===== config.mk =====
export PLATFORM = sky130hd
export DESIGN_NAME = src_div
export DESIGN_NICKNAME = d
export VERILOG_FILES = /design/src/design/src_div.sv
export SDC_FILE = /design/constraint.sdc
export NUM_CORES = 2
export LEC_CHECK = 0
export BUFFER_PORTS_ARGS = -buffer_cell sky130_fd_sc_hd__buf_4
export CAP_MARGIN = 15
export CORE_ASPECT_RATIO = 1.4
export CORE_UTILIZATION = 35
export DETAILED_ROUTE_END_ITERATION = 7
export PLACE_DENSITY = 0.54
export SYNTH_ARGS = -nofsm -noshare
export SYNTH_HDL_FRONTEND = slang
export SYNTH_SLANG_ARGS = --single-unit

===== constraint.sdc =====
create_clock -name clk -period 4.6 [get_ports clk]
set_clock_uncertainty 0.1 [all_clocks]
set_input_delay 0.69 -clock clk [delete_from_list [all_inputs] [get_ports clk]]
set_output_delay 0.69 -clock clk [all_outputs]
set_load 0.05 [all_outputs]

===== src/design/src_div.sv =====
// Pipelined restoring divider, one quotient bit per stage, with a sideband carried alongside.
// Needs num < den; gives floor(num * 2^QB / den). No package dependency.
`default_nettype none

module src_div #(
	parameter int DW = 48,
	parameter int QB = 16,
	parameter int SW = 1
) (
	input  wire logic          clk,
	input  wire logic          en,
	input  wire logic [DW-1:0] num,
	input  wire logic [DW-1:0] den,
	input  wire logic [SW-1:0] side_in,
	output logic      [QB-1:0] quo,
	output logic      [SW-1:0] side_out
);

	logic [DW-1:0] rem_s  [QB];
	logic [DW-1:0] den_s  [QB];
	logic [QB-1:0] quo_s  [QB];
	logic [SW-1:0] side_s [QB];

	for (genvar k = 0; k < QB; k++) begin : g_step
		logic [DW-1:0] r_in;
		logic [DW-1:0] d_in;
		logic [QB-1:0] q_in;
		logic [SW-1:0] sd_in;
		logic [DW:0]   r_sh;
		logic [DW:0]   r_sub;
		logic          ge;

		if (k == 0) begin : g_first
			assign r_in  = num;
			assign d_in  = den;
			assign q_in  = '0;
			assign sd_in = side_in;
		end else begin : g_next
			assign r_in  = rem_s[k-1];
			assign d_in  = den_s[k-1];
			assign q_in  = quo_s[k-1];
			assign sd_in = side_s[k-1];
		end

		assign r_sh  = {r_in, 1'b0};
		assign ge    = r_sh >= {1'b0, d_in};
		assign r_sub = r_sh - {1'b0, d_in};

		always_ff @(posedge clk) begin
			if (en) begin
				rem_s[k]  <= ge ? r_sub[DW-1:0] : r_sh[DW-1:0];
				den_s[k]  <= d_in;
				quo_s[k]  <= {q_in[QB-2:0], ge};
				side_s[k] <= sd_in;
			end
		end
	end

	assign quo      = quo_s[QB-1];
	assign side_out = side_s[QB-1];

endmodule

`default_nettype wire


# After elaboration in Yosys (flattened, before gate mapping)
# Memories as Yosys holds them, arrays and structs flattened.
# Index checks and enable logic that the tools add are counted.
[classes]
n_bitwise = 0
eq_ne = 0
n_mul = 0
div = 0
n_lt_le_gt_ge = 16
shifts = 0
muxes = 18
add_sub_neg = 16
n_reduce_logical = 0
[op_table]
columns = ["cell", "n"]
rows = [
  ["$ge A49 B48 Y1", 16],
  ["$mux W48", 16],
  ["$sub A48 B48 Y48", 16],
  ["$mux W1", 2],
]
[totals]
n_memories = 4
latch_bits = 0
out_inout_bits = 17
reg_bits = 0
mem_bits_ro = 0
mem_bits_rw = 1808
[mem_list]
columns = ["name", "depth", "word_bits", "read_ports", "rd_clocked_by_memory_dff", "wr", "line", "text"]
rows = [
  ["den_s", 16, 48, 15, 0, 16, "20", "logic [DW-1:0] den_s [QB];"],
  ["rem_s", 16, 48, 15, 0, 16, "19", "logic [DW-1:0] rem_s [QB];"],
  ["quo_s", 16, 16, 16, 0, 16, "21", "logic [QB-1:0] quo_s [QB];"],
  ["side_s", 16, 1, 16, 0, 16, "22", "logic [SW-1:0] side_s [QB];"],
]

# Depth between registers and ports, before layout
# An unclocked memory read counts as a cell.
[depth]
word_depth = 3
ltp_mapped = 17

# Worst setup path after synthesis
# Ideal clock, no wire load.
[synth_timing]
path_type = "input -> register"
from = "in den[1]"
to = "mem rem_s[0][11], data pin"
setup_time_ps = 260
path_stages = 13
setup_slack_ps = 824
n_path_buf = 1
t_arrival_ps = 3417
path_cell_list = "inv_1 -> ha_1 -> nor2b_1 -> o31a_1 -> o41ai_2 -> a2bb2oi_1 -> o21ai_1 -> o21a_1 -> a31oi_1 -> o21a_1 -> o21ai_1 -> buf_2 -> mux2_2"
[synth_lines]
columns = ["element", "line", "text"]
rows = [
  ["start, declared", "13", "input wire logic [DW-1:0] den,"],
  ["end, declared", "19", ""],
]

==> flow_summary.yaml <==
synthesis:
  ys.flop_type: "edfxtp_1"
  synth_seq_cells: 1592
  synthCells: 9397
  post_synth_num_cell_types: 101
  yosys_warnings: 0
  syn-num-nets: 10278
  synth.area.top_cells: "edfxtp_1 (49%), ha_1 (9.8%), a21oi_1 (4.8%), inv_1 (3.6%), xnor2_1 (3.5%)"
  synth_area_per_cell_sq_um: 10.4
  synthesis.area_sq_um: 97600
  ys_seq_area_share_pct: 49.0
  yosysTopAreaCellShare_pct: 49.0
  synth_top_area_cell: "edfxtp_1"
  synth-edff-count: 1592
  ys_async_sr_fraction_pct: 0
cts:
  cts_buffer_depth: 4
  clkLatencyLatePin_ps: 840
  clkSinkCount: 1592
  cts-htree-levels: 4
  cts_buffers: 180
  cts_setup_buffers: 0
  cts_tree: "built"
  root_buffer: "clkbuf_16"
  clkTransAtPathRegs_ps: 60
floorplanning:
  die-area_sq_um: 281000
  die_w_um: 448
  ios: 116
  row_count: 229
  die_h_um: 627
  core_area_sq_um: 278000
  start_util_pct: 35.2
detailed_routing:
  vias_per_cell: 5.14
  wl_um: 261000
  drt-initial-drc-count: 3291
  dr.pass1.iters: 6
  ant_nets: 0
  vias: 70442
  avgRoutedWirePerCell_um: 19.1
  drc_errors: 0
setup_path:
  crit_chain: "ha_1 > a21o_1 > a311o_1 > a2111oi_2 > a211oi_1 > buf_4 > o2111ai_2 > a21oi_1 > a2111oi_4 > o31ai_4 > buf_4 > mux2_1"
  worst_ep_required_time_ps: 5040
  crit_slowest_cell: "a2111oi_4"
  r2r_cells: 12
  crit_cells: 12
  critical_path_class: "reg -> reg"
  crit_family: "compound AO/OA/AOI/OAI gates"
  start_kind: "flip-flop"
  cp_max_fo: 9
  arrival_ps: 4900
  crit_path_end_kind: "flip-flop"
  cpMostUsedCell: "buf_4"
  max_stage_delay_ps: 660
  cp_num_buf_inv: 2
final_layout:
  drive_above_1_share_pct: 10.1
  final_area_sq_um: 112000
  syn_to_final_growth_pct: 14.4
  final_cell_mix: "edfxtp_1 (1592), a21oi_1 (933), inv_1 (932)"
  mostFrequentLayoutCell: "edfxtp_1"
  finish.net_count: 10741
  stdcell_count: 13694
sta:
  finalMaxSlewViolations: 0
  slew_headroom_pct: 35.4
  finalSetupViolations: 0
  tightest_slew_ps: 954
  max_freq_mhz: 224
  finalCritPeriodShare_pct: 97.0
  min_period_ps: 4460
  worst_hold_slack_ps: 89.3
  finalHoldViolCount: 0
  rsz0062_at_grt: "no"
place:
  gp_congestion: 1.08
  hpwl_um: 208000
  dpl_cell_area_sq_um: 106000
  io_buffers: 115
  place_inst: 13325
grt:
  grt_overflow: 0
  grt_max_degree: 123
  grt_pass1_vias: 74196
  grt_usage_pct: 18.2
  grt_pass1_wl_um: 401000
  antenna_found_initial: 4
run_status:
  status: "finished, final reports clean"
power_and_ir_drop:
  p_leak_nw: 46.3
  vdd_drop_max_uv: 307
  powerDensity_nw_per_um2: 700
flow_run:
  cap_violations: 0
min_path:
  hp-class: "in -> reg"
  holdPathStages: 2
final cells by class:
| cell class | count | area [sq um] |
|---|---|---|
| fill | 26609 | 166000 |
| sequential | 1592 | 47800 |
| antenna | 7 | 17.5 |
| timing repair buffer | 575 | 5010 |
| clock buffer | 215 | 4700 |
| multi-input combinational | 6577 | 45300 |
| inverter | 934 | 3510 |
| clock inverter | 98 | 793 |
| tap | 3696 | 4620 |
layer usage:
metal / GRT usage [%] / vias up / wire (um)
li1: - / 35113 / -
met5: 0 / - / 0
met2: 38.4 / 1450 / 149000
met3: 1.91 / 741 / 6590
met4: 12.3 / 0 / 19300
met1: 15.3 / 33138 / 85900
kinds of logic (layout without fill, tap and decap cells):
| kind of cell | after synthesis | in the layout | synth area share (%) |
|---|---|---|---|
| fa+ha+maj | 782 | 782 | 10.1 |
| xor+xnor | 638 | 638 | 5.72 |
| mux | 216 | 216 | 2.49 |
| compound gates | 2736 | 2736 | 17.3 |
| buf+inv | 1228 | 1822 | 4.85 |
| other cells | 0 | 7 | 0 |
| simple gates | 2205 | 2205 | 10.5 |
| flops | 1592 | 1592 | 49.0 |
Yosys cell counts (11+ instances only):
cell	n
edfxtp_1	1592
a21oi_1	935
inv_1	932
ha_1	767
nand2_1	754
o21ai_0	641
nor2_1	600
a21o_1	419
xnor2_1	387
xor2_1	251
clkbuf_1	213
mux2_2	150
nand3_1	141
nand4_1	139
nand2b_1	127
nor2b_1	109
o21bai_1	105
a31oi_1	92
nor3_1	86
o21a_1	83
buf_2	72
and3_1	65
a211oi_1	59
mux2_1	59
o31ai_1	55
and2_1	44
a21boi_0	38
o211ai_1	32
nor4_1	28
or3_1	26
o31a_1	24
a221oi_1	22
and4_1	22
or2_2	19
a41oi_1	18
o21ai_1	18
a211o_1	15
a31o_2	15
fa_1	15
a2111oi_0	14
a221o_1	13
a311oi_1	11
o41ai_1	11
or4_1	11
state kept, by name, indices dropped and copies added, names as in the netlist:
signal / count
den_s: 720
rem_s: 720
side_s: 16
quo_s: 136
per-stage QoR:
stage / util (%) / TNS (ps) / power (mW) / worst slack (ps)
2_1_floorplan: - / 0 / 51.8 / 824
3_3_place_gp: 38.1 / -21340 / 63.7 / -473
3_5_place_dp: 38.1 / -23090 / 64.2 / -521
4_1_cts: 40.2 / 0 / 78.4 / 33.9
5_1_grt: 40.2 / 0 / 83.6 / 7.13
6_report: 40.2 / 0 / 78.2 / 140
power by group:
| part | switching [mW] | internal, mW | leakage, nW |
|---|---|---|---|
| clock network | 5.73 | 7.91 | 2.69 |
| logic | 23.0 | 17.3 | 28.0 |
| registers | 2.21 | 22.0 | 15.6 |
final timing paths:
check | from | endpoint | slack (ps)
min | num[6] | rem_s[0][7] | 90
max | rem_s[0][149] | rem_s[0][234] | 140
min reg2reg | quo_s[4][3] | quo_s[4][20] | 300
max reg2reg | rem_s[0][149] | rem_s[0][234] | 140
what timing repair did:
item | 4_1_cts | 5_1_grt
endpoints found under the hold margin | 49 | 0
resized for setup | 3 | 7
hold buffers | 49 | 0
endpoints found under the setup margin | 49 | 104
pin swaps | 0 | 2
(Power assumes the default switching activity.)
