==> src/design/src_sqrt.sv <==
// Pipelined integer square root, one root bit per stage, with a sideband carried alongside.
// root = floor(sqrt(rad)). No package dependency.
`default_nettype none

module src_sqrt #(
	parameter int W  = 16,
	parameter int SW = 1
) (
	input  wire logic            clk,
	input  wire logic            en,
	input  wire logic [2*W-1:0]  rad,
	input  wire logic [SW-1:0]   side_in,
	output logic      [W-1:0]    root,
	output logic      [SW-1:0]   side_out
);

	logic [2*W-1:0] x_s    [W];
	logic [W+1:0]   rem_s  [W];
	logic [W-1:0]   root_s [W];
	logic [SW-1:0]  side_s [W];

	for (genvar k = 0; k < W; k++) begin : g_step
		logic [2*W-1:0] x_in;
		logic [W+1:0]   r_in;
		logic [W-1:0]   q_in;
		logic [SW-1:0]  sd_in;
		logic [W+3:0]   cur;
		logic [W+3:0]   trial;
		logic [W+3:0]   diff;
		logic           ge;

		if (k == 0) begin : g_first
			assign x_in  = rad;
			assign r_in  = '0;
			assign q_in  = '0;
			assign sd_in = side_in;
		end else begin : g_next
			assign x_in  = x_s[k-1];
			assign r_in  = rem_s[k-1];
			assign q_in  = root_s[k-1];
			assign sd_in = side_s[k-1];
		end

		assign cur   = {r_in, x_in[2*W-1 -: 2]};
		assign trial = {2'b00, q_in, 2'b01};
		assign ge    = cur >= trial;
		assign diff  = cur - trial;

		always_ff @(posedge clk) begin
			if (en) begin
				x_s[k]    <= {x_in[2*W-3:0], 2'b00};
				rem_s[k]  <= ge ? diff[W+1:0] : cur[W+1:0];
				root_s[k] <= {q_in[W-2:0], ge};
				side_s[k] <= sd_in;
			end
		end
	end

	assign root     = root_s[W-1];
	assign side_out = side_s[W-1];

endmodule

`default_nettype wire

==> config.mk <==
export PLATFORM = sky130hd
export DESIGN_NAME = src_sqrt
export DESIGN_NICKNAME = d
export VERILOG_FILES = /design/src/design/src_sqrt.sv
export SDC_FILE = /design/constraint.sdc
export NUM_CORES = 1
export LEC_CHECK = 0
export BUFFER_PORTS_ARGS = -buffer_cell sky130_fd_sc_hd__buf_4
export CORE_AREA = 2 2 243 245
export CTS_CLUSTER_DIAMETER = 200
export DETAILED_ROUTE_END_ITERATION = 10
export DIE_AREA = 0 0 245 247
export PLACE_DENSITY = 0.73
export SYNTH_ARGS = -nofsm -noshare
export SYNTH_HDL_FRONTEND = slang
export SYNTH_SLANG_ARGS = --single-unit
==> constraint.sdc <==
create_clock -name clk -period 8 [get_ports clk]
set_input_delay 0.4 -clock clk [delete_from_list [all_inputs] [get_ports clk]]
set_output_delay 0.4 -clock clk [all_outputs]
set_load 0.05 [all_outputs]
* Word-level counts from Yosys, hierarchy flattened *
Memory sizes are Yosys's and may differ from the RTL's.
Cells that the tools add are included.

cells by class
  add/sub/neg operators = 16
  magnitude comparators = 16
  muxes and demuxes = 18

operator list
  operator               count
  $ge A20 B18 Y1         15
  $mux W18               16
  $sub A18 B18 Y18       15
  $sub A2 B1 Y3 const B  1
  $ge A2 B1 Y1 const B   1
  $mux W1                2

storage, ports and cells
  register bits after elaboration = 0
  RAM bits = 1040
  output and inout bits = 17
  memories kept = 4

memories
  memory  words  width  rd ports  clocked after Yosys merged registers in  write ports  line  RTL
  x_s     16     30     15        0                                        16           17    logic [2*W-1:0] x_s [W];
  rem_s   16     18     15        0                                        16           18    logic [W+1:0] rem_s [W];
  root_s  16     16     16        0                                        16           19    logic [W-1:0] root_s [W];
  side_s  16     1      16        0                                        16           20    logic [SW-1:0] side_s [W];

* Longest topological paths before layout *
Gate-level depths: netlist (run 1).
An unclocked memory read counts as a cell.

  depth after elaboration = 3
  gate-level depth with buffers = 12
  mapped depth without buffers = 10

* Worst setup path after synthesis (run 1) *
OpenSTA, ideal clock, no wires.

  kind = register to register
  from = mem rem_s[1][21] (netlist name)
  to = mem rem_s[1][41] (netlist name) (data pin)
  setup time = 0.271 ns
  arrival = 2.722 ns
  path slack = 5.006 ns
  cell stages (with the launch flop) = 11
  path buffers = 2
  path through = edfxtp_1 -> ha_1 -> a211oi_1 -> o21ai_0 -> a221oi_1 -> a21oi_1 -> or3b_2 -> clkbuf_1 -> buf_1 -> nor2_1 -> a21oi_1

RTL lines
  item             line
  start, declared  18

==> run metrics, run 1 <==
Leak 12.5 nW; Setup crit start rem_s[1][0]; Initial Utilization 50.1%; largest net degree at the start of global routing 123; Worst VDD drop 0.243 mV; reg2reg start rem_s[1][0]; initial antenna violation count 0; ys flop type edfxtp_1; placed insts 2978; grt met1 use 23.2%; Area contributors post-synth edfxtp_1 66%, ha_1 6.6%, xor2_1 2.9%; Synth Instances 2169; row count 89; DRT Pass-1 Iters 5; Seq. cell area 19300 µm²; most frequent cells in the layout 642 x edfxtp_1, 188 x inv_1, 153 x ha_1; Fill cells 4535; footprint of the multi-input gates 9080 µm²; Post-synth EDFFs 642; most common cell after layout, fill and taps aside edfxtp_1; vias in the first global route 16659; Clock Latency Late Sink 600 ps; ANT cells 0; DR WL/cell 16.3 µm; min cycle time layout 3470 ps; Clock Pin Slew Worst Setup and Hold Paths 60 ps; ANT nets after route 0; CTS Buf Count 68; Max Transition Viols Final 0; die width 245 µm; syn_nets 2357; first-pass GRT wire length 83500 µm; Slew HR 28.4%; Worst Tran Pin Value 1070 ps; clock buffer depth 3; Final Non-Filler Cells 3129; GRT overflow 0; number of library cell types mapped by synthesis 70; via count 17062; final wirelength 51100 µm; CTS Root Cell clkbuf_16; FF-to-FF path depth 7; setup slack, reg-to-reg 4530 ps; run status finished clean; Gates resized, CTS repair 0; crit path to rem_s[1][28]; full die area 60500 µm²; synthesized flop and latch total 642; period utilization 43.3%; Avg Vias per Cell 5.45; Layout area overhead 12.8%; slowest CP cell nand4_1; H-tree depth 3; gpl congestion 0.872; initial DRC count 1351; met3 usage 2.73%; Port Buf Inserts 51; buffer count from post-CTS setup fixing 0; Ports 52; Core Region 58200 µm²; Residual DRC 0; RSZ-0062 raised after global routing no; fmax 288 MHz; CTS tree yes; Mean Syn Cell Area 13.5 µm²; min-delay worst type primary input to flip-flop; CTS sink count 642; Ys Warns 0; Worst Path Max Fanout 22; Mapped Area 29200 µm²; GRT Resource Usage Total 17.0%; Synth top area share 66.1%; Setup Skew 33.1 ps; Setup TNS Final 0 ps; crit path DAT 3810 ps; max-cap viol count 0; max incr delay on CP 820 ps; met2 Usage GRT 27.9%; reg-to-reg endpoint rem_s[1][28]; setup violators final 0; GR peak layer met2; HPWL after detailed placement 35300 µm; Startpoint Class flip-flop; critical-path cell list ha_1 > nor2b_1 > o21ai_0 > a21boi_0 > o31ai_1 > nand4_1 > mux2_2; sequential area share after synthesis 66.1%; critical path endpoint category flip-flop; Power Density 257 nW/µm²; largest area contributor in the netlist edfxtp_1; CP required 8340 ps; Crit Path Category flip-flop to flip-flop; fraction of layout cells with a size suffix above 1 8.49%; Hold Fails Final Rpt 0; Die H 247 µm; nets 2494; asr flop ratio synth 0%
==> per-stage QoR <==
step                      power [W]  setup WS (ps)  hold WS [ps]  area, µm²  util [%]
after floorplan             0.00518           5010           400      29200         -
after global placement      0.00551           4700           401      30500      52.4
after detailed placement    0.00556           4570           405      30500      52.4
after CTS                   0.00854           4530          35.6      32900      56.5
after global routing        0.00885           4210          62.2      32900      56.5
final                       0.00844           4530          83.2      32900      56.5
==> routing by layer <==
metal | up-vias | wire [µm]
met4 | 0 | 1080
met2 | 424 | 24300
li1 | 8338 | -
met3 | 74 | 2680
met5 | - | 0
met1 | 8226 | 23000
==> area by class of cell <==
class	count	share of cell area, %
multi-input cells	1309	27.6
flip-flops and latches	642	58.6
inverters	190	2.17
repair buffers	95	2.43
well taps	773	2.94
clock inverters	39	0.973
clock buffers	81	5.32
==> logic make-up (layout without fill, tap and decap cells) <==
family | after synthesis | after routing | share of synthesized area, %
AOI/OAI and AO/OA | 393 | 393 | 8.31
xor gates and xnor gates | 177 | 177 | 5.31
buffers and inverters | 218 | 405 | 2.83
muxes | 31 | 31 | 1.17
DFF | 642 | 642 | 66.1
and+or+nand+nor | 554 | 554 | 9.74
adders and majority gates | 153 | 153 | 6.56
other | 1 | 1 | 0.0129
==> Yosys cell counts (21+ instances only) <==
cell / count
xor2_1: 95
nor4_1: 36
nor2b_1: 25
o21a_1: 31
ha_1: 153
nand3_1: 28
nand2_1: 135
clkbuf_1: 21
mux2_2: 26
nor3_1: 61
inv_1: 188
nor2_1: 124
xnor2_1: 82
edfxtp_1: 642
o21ai_0: 114
or3_1: 31
nand2b_1: 22
a21oi_1: 117
a21o_1: 21
==> power by group <==
| part | total, W | leakage (nW) | switching, W | internal (W) |
|---|---|---|---|---|
| combinational | 0.00117 | 5.38 | 0.000665 | 0.000503 |
| clock | 0.00293 | 1.01 | 0.00126 | 0.00167 |
| sequential | 0.00435 | 6.15 | 0.000200 | 0.00415 |
| total | 0.00844 | 12.5 | 0.00212 | 0.00632 |
==> what timing repair did <==
item                                    in CTS  in global routing
hold buffers                                31                  0
endpoints found under the setup margin       0                  0
hold endpoints to repair                    31                  0
==> state kept, by name, indices dropped and copies added (netlist names) <==
signal / count
rem_s: 250
root_s: 136
side_s: 16
x_s: 240
==> critical path: cells and delay by family, from the launching register on <==
kind | cells | cell delay, ps
and+or+nand+nor | 2 | 990
AOI/OAI and AO/OA | 3 | 870
DFF | 1 | 400
adders and majority gates | 1 | 380
muxes | 1 | 580
==> how the worst min path moves through the flow <==
stage                      start            to  slack (ps)  cells after the start
floorplan           side_s[0][0]  side_s[0][1]         400                      0
global placement      x_s[0][87]   x_s[0][119]         400                      0
detailed placement    x_s[0][71]   x_s[0][103]         400                      0
CTS                      rad[31]  root_s[0][0]          40                      2
global route             rad[31]  root_s[0][0]          60                      2
finish                   rad[31]  root_s[0][0]          80                      2
No activity file was read; power rests on OpenSTA's default activity.
==> inputs of run 2 (changes only) <==
clock period = 3.2 ns   (was 8 ns; I/O delays follow)
==> run metrics, run 2 (synthesized netlist as in run 1, its figures left out) <==
run status finished clean; Initial Utilization 50.1% (unchanged); hold path cells 1 (-1); Worst Path Max Fanout 7 (-68%); Biggest register rem_s; Fill cells 4500 (-0.77%); vias in the first global route 17204 (+3.3%); ANT cells 0 (unchanged); DR WL/cell 15.8 µm (-3.3%); Leak 12.8 nW (+1.7%); critical path endpoint category flip-flop; Core Util, Final 57.2% (+0.69 points); start point of the worst min-delay path en; Power Density 638 nW/µm² (+150%); fraction of layout cells with a size suffix above 1 9.81% (+1.3 points); initial antenna violation count 0 (unchanged); FF-to-FF path depth 8 (+1); final critical-path setup slack 211 ps (-4320 ps); CTS sink count 642 (unchanged); RSZ-0062 raised after global routing no; Crit Path Category flip-flop to flip-flop; CTS Buf Count 69 (+1.5%); full die area 60500 µm² (unchanged); Max Transition Viols Final 0 (unchanged); GRT overflow 0 (unchanged); reg-to-reg endpoint rem_s[1][69]; Avg Vias per Cell 5.42 (-0.65%); most frequent cells in the layout 642 x edfxtp_1, 188 x inv_1, 153 x ha_1; setup violators final 0 (unchanged); crit path DAT 3330 ps (-480 ps); GRT Resource Usage Total 16.8% (-0.21 points); fmax 335 MHz (+16%); row count 89 (unchanged); Clock Pin Slew Worst Setup and Hold Paths 60 ps (about the same); Placement Setup Slack -18.8 ps (-4590 ps); hold path endpoint x_s[0][2]; Setup TNS Final 0 ps (unchanged); Finished Cell Area 33300 µm² (+1.2%); CTS Root Cell clkbuf_16; min cycle time layout 2990 ps (-478 ps); reg2reg start rem_s[1][37]; min-delay worst type primary input to flip-flop; Ports 52 (unchanged); gpl congestion 0.958 (+9.8%); Clock Latency Late Sink 610 ps (about the same); HPWL after detailed placement 34400 µm (-2.5%); via count 17108 (+0.27%); Hold Fails Final Rpt 0 (unchanged); CP required 3540 ps (-4800 ps); Worst Tran Pin Value 837 ps (-237 ps); Layout area overhead 14.2%; Setup Skew 27.1 ps (-6.03 ps); nets 2522 (+1.1%); final wirelength 49800 µm (-2.4%); initial DRC count 1315 (-2.7%); Port Buf Inserts 51 (unchanged); most common cell after layout, fill and taps aside edfxtp_1; Worst VDD drop 0.454 mV (+87%); period utilization 93.4% (+50 points); Slew HR 43.7% (+15 points); placed insts 3002 (+0.81%); placed cell areas 30800 µm² (+0.95%); max-cap viol count 0 (unchanged); setup slack, reg-to-reg 210 ps (-4320 ps); CTS tree yes; die width 245 µm (unchanged); Residual DRC 0 (unchanged); Regs by FF count rem_s x250, x_s x240, root_s x136; max reg flops 250 (unchanged); Final Non-Filler Cells 3158 (+0.93%); Core Region 58200 µm² (unchanged); H-tree depth 3 (unchanged); Startpoint Class flip-flop; clock buffer depth 3 (unchanged); DRT Pass-1 Iters 6 (+1); Die H 247 µm (unchanged); first-pass GRT wire length 83400 µm (-0.20%); largest net degree at the start of global routing 93 (-24%); ANT nets after route 0 (unchanged)
-- run 2: changes by cell type in the layout (fill, tap and decap cells not counted), sizes merged --
| cell | before | now |
|---|---|---|
| buf | 64 | 88 |
| bufinv | 3 | 2 |
| dlygate4sd3 | 31 | 34 |
| clkinv | 32 | 31 |
| inv | 193 | 194 |
| clkbuf | 81 | 84 |
-- run 2: metal layers --
layer | part of all wire [%] | track usage [%] | vias up | wire length [µm]
li1 | - | - | 8397 | -
met1 | 43 | 21.0 | 8248 | 21500
met2 | 50 | 29.4 | 358 | 25000
met3 | 4.4 | 2.92 | 105 | 2180
met4 | 2.5 | 6.33 | 0 | 1250
met5 | 0 | 0 | - | 0
-- run 2: final cells by class --
type | instances | area (µm²) | share of cell area [%]
inverter | 190 | 713 | 2.14
sequential | 642 | 19300 | 57.9
clock inverter | 38 | 343 | 1.03
multi-input combinational | 1309 | 9110 | 27.3
tap | 773 | 967 | 2.90
clock buffer | 84 | 1780 | 5.35
timing repair buffer | 122 | 1120 | 3.37
-- run 2: worst max-delay path, stage by stage (launching register included) --
cell	delay (ps)
edfxtp_1	400
ha_1	410
a21oi_1	260
a21oi_1	110
a211o_1	360
a2111oi_0	530
buf_4	210
nor4b_1	330
xor2_1	120
-- run 2: timing repair --
| action | in CTS | in global routing |
|---|---|---|
| hold buffers | 34 | 0 |
| setup endpoints to repair | 5 | 10 |
| endpoints found under the hold margin | 34 | 0 |
| pin swaps | 0 | 0 |
| gates resized for setup | 1 | 4 |
| buffers inserted | 0 | 0 |
-- run 2: stage by stage --
stage               hold WS [ps]  power [W]
finish                      65.3     0.0213
global route                90.0     0.0223
CTS                         85.1     0.0214
detailed placement           339     0.0139
global placement             338     0.0138
floorplan                    259     0.0130
-- run 2: power breakdown --
| group | switching, W | total, W | internal (W) |
|---|---|---|---|
| combinational | 0.00167 | 0.00297 | 0.00131 |
| clock | 0.00324 | 0.00744 | 0.00419 |
| sequential | 0.000489 | 0.0108 | 0.0104 |
| total | 0.00540 | 0.0213 | 0.0159 |
-- run 2: worst max-delay path by stage --
| stage | start | to | slack (ps) | depth (start not counted) |
|---|---|---|---|---|
| floorplan | rem_s[1][21] | rem_s[1][41] | 210 | 10 |
| global placement | rem_s[1][21] | rem_s[1][42] | 140 | 7 |
| detailed placement | rem_s[1][21] | rem_s[1][43] | -20 | 7 |
| CTS | rem_s[1][102] | rem_s[1][125] | 120 | 9 |
| global route | rem_s[1][102] | rem_s[1][125] | 7 | 9 |
| finish | rem_s[1][37] | rem_s[1][69] | 210 | 8 |
==> inputs of run 3 (changes only) <==
CORE_AREA = 5 5 246 248   (was 2 2 243 245)
DIE_AREA = 0 0 251 253   (was 0 0 245 247)
==> run metrics, run 3 (synthesized netlist as in run 1, its figures left out) <==
run status finished clean; ANT nets after route 0 (unchanged); most frequent cells in the layout 642 x edfxtp_1, 188 x inv_1, 153 x ha_1; DRT Pass-1 Iters 5 (-1); Power Density 647 nW/µm² (+1.5%); nets 2518 (-0.16%); Crit Path Category flip-flop to flip-flop; CTS Root Cell clkbuf_16; Setup TNS Final 0 ps (unchanged); Seq. cell area 19300 µm² (unchanged); Layout area overhead 14.2% (about the same); gpl congestion 0.932 (-2.7%); CTS tree yes; Regs by FF count rem_s x250, x_s x240, root_s x136; H-tree depth 3 (unchanged); Slew HR 45.9% (+2.1 points); full die area 63500 µm² (+4.9%); Startpoint Class flip-flop; Core Region 58200 µm² (unchanged); max incr delay on CP 660 ps (+130 ps); reg2reg start rem_s[1][90]; total power 0.0216 W (+1.6%); Die H 253 µm (+2.4%); HPWL after detailed placement 34900 µm (+1.3%); Worst Tran Pin Value 805 ps (-32.0 ps); final wirelength 50000 µm (+0.26%); Clock Pin Slew Worst Setup and Hold Paths 60 ps (about the same); Avg Vias per Cell 5.41 (about the same); Hold Fails Final Rpt 0 (unchanged); GRT overflow 0 (unchanged); initial antenna violation count 0 (unchanged); GRT Resource Usage Total 15.8% (-1.0 points); fmax 330 MHz (-1.3%); max reg flops 250 (unchanged); start point of the worst min-delay path en; most common cell after layout, fill and taps aside edfxtp_1; min cycle time layout 3030 ps (+38.2 ps); CTS Buf Count 70 (+1.4%); period utilization 94.6% (+1.2 points); min-delay worst type primary input to flip-flop; largest net degree at the start of global routing 88 (-5.4%); Residual DRC 0 (unchanged); Fill cells 4530 (+0.67%); max-cap viol count 0 (unchanged); ANT cells 0 (unchanged); vias in the first global route 17031 (-1.0%); setup violators final 0 (unchanged); Max Transition Viols Final 0 (unchanged); Setup Skew 23.2 ps (-3.89 ps); Ports 52 (unchanged); CP required 3550 ps (about the same); via count 17063 (-0.26%); Clock Latency Late Sink 600 ps (about the same); fraction of layout cells with a size suffix above 1 9.63% (-0.19 points); row count 89 (unchanged); initial DRC count 1229 (-6.5%); Biggest register rem_s; clock buffer depth 3 (unchanged); critical-path cell list ha_1 > nor2b_1 > o31ai_1 > a211oi_1 > nor3_2 > buf_4 > a2111oi_0 > o21a_1 > xor2_1; first-pass GRT wire length 83500 µm (+0.21%); footprint of the multi-input gates 9080 µm² (-0.27%); DR WL/cell 15.9 µm (+0.46%); CTS sink count 642 (unchanged); slowest CP cell o31ai_1; Port Buf Inserts 51 (unchanged); die width 251 µm (+2.4%); Leak 12.8 nW (about the same); critical path endpoint category flip-flop; Initial Utilization 50.1% (unchanged); Worst Path Max Fanout 28 (+21); Worst VDD drop 0.504 mV (+11%); RSZ-0062 raised after global routing no; Setup crit start rem_s[1][90]; crit path DAT 3380 ps (+50 ps)
run 3: cell type report:
type | instances | share of cell area (%)
flip-flops and latches | 642 | 57.8
multi-input cells | 1309 | 27.3
clock buffers | 83 | 5.53
repair buffers | 117 | 3.18
well taps | 773 | 2.90
inverters | 190 | 2.14
clock inverters | 38 | 1.17
run 3: routing by layer:
| metal | part of all wire (%) | global-route usage, % | up-vias |
|---|---|---|---|
| met5 | 0 | 0 | - |
| met4 | 2.8 | 6.17 | 0 |
| met3 | 5.2 | 3.17 | 95 |
| met2 | 48 | 25.9 | 389 |
| met1 | 44 | 21.1 | 8170 |
| li1 | - | - | 8409 |
run 3: report_power, final:
group | switching (W) | total (W) | internal (W)
Combinational | 0.00166 | 0.00295 | 0.00129
Clock | 0.00316 | 0.00778 | 0.00462
Sequential | 0.000490 | 0.0109 | 0.0104
run 3: final timing paths:
path	to	slack, ps	cells past startpoint
min reg2reg	x_s[1][22]	410	0
min	x_s[0][2]	60	1
max reg2reg	rem_s[1][125]	170	9
max	rem_s[1][125]	170	9
run 3: repair_timing:
action                                 CTS  global route
buffers inserted                         0             1
setup endpoints to repair                0            16
hold buffers                            34             0
endpoints found under the hold margin   34             0
resized for setup                        0             1
run 3: per-stage QoR:
stage	hold slack [ps]	utilization, %	cells	instance area (µm²)	worst slack [ps]
6_report	55.7	57.2	3152	33300	173
2_1_floorplan	259	-	2169	29200	206
4_1_cts	42.2	57.2	3151	33300	73.8
3_3_place_gp	339	52.8	2996	30800	143
5_1_grt	61.8	57.2	3152	33300	10.5
3_5_place_dp	339	52.8	2996	30800	90.0
run 3: critical path, delay by kind of cell (launching register included):
| kind | cells | cell delay, ps |
|---|---|---|
| AO/OA/AOI/OAI | 4 | 1180 |
| XOR/XNOR | 1 | 130 |
| AND/OR/NAND/NOR | 2 | 400 |
| buffers and inverters | 1 | 320 |
| flip-flops | 1 | 390 |
| adder cells (fa/ha/maj) | 1 | 360 |
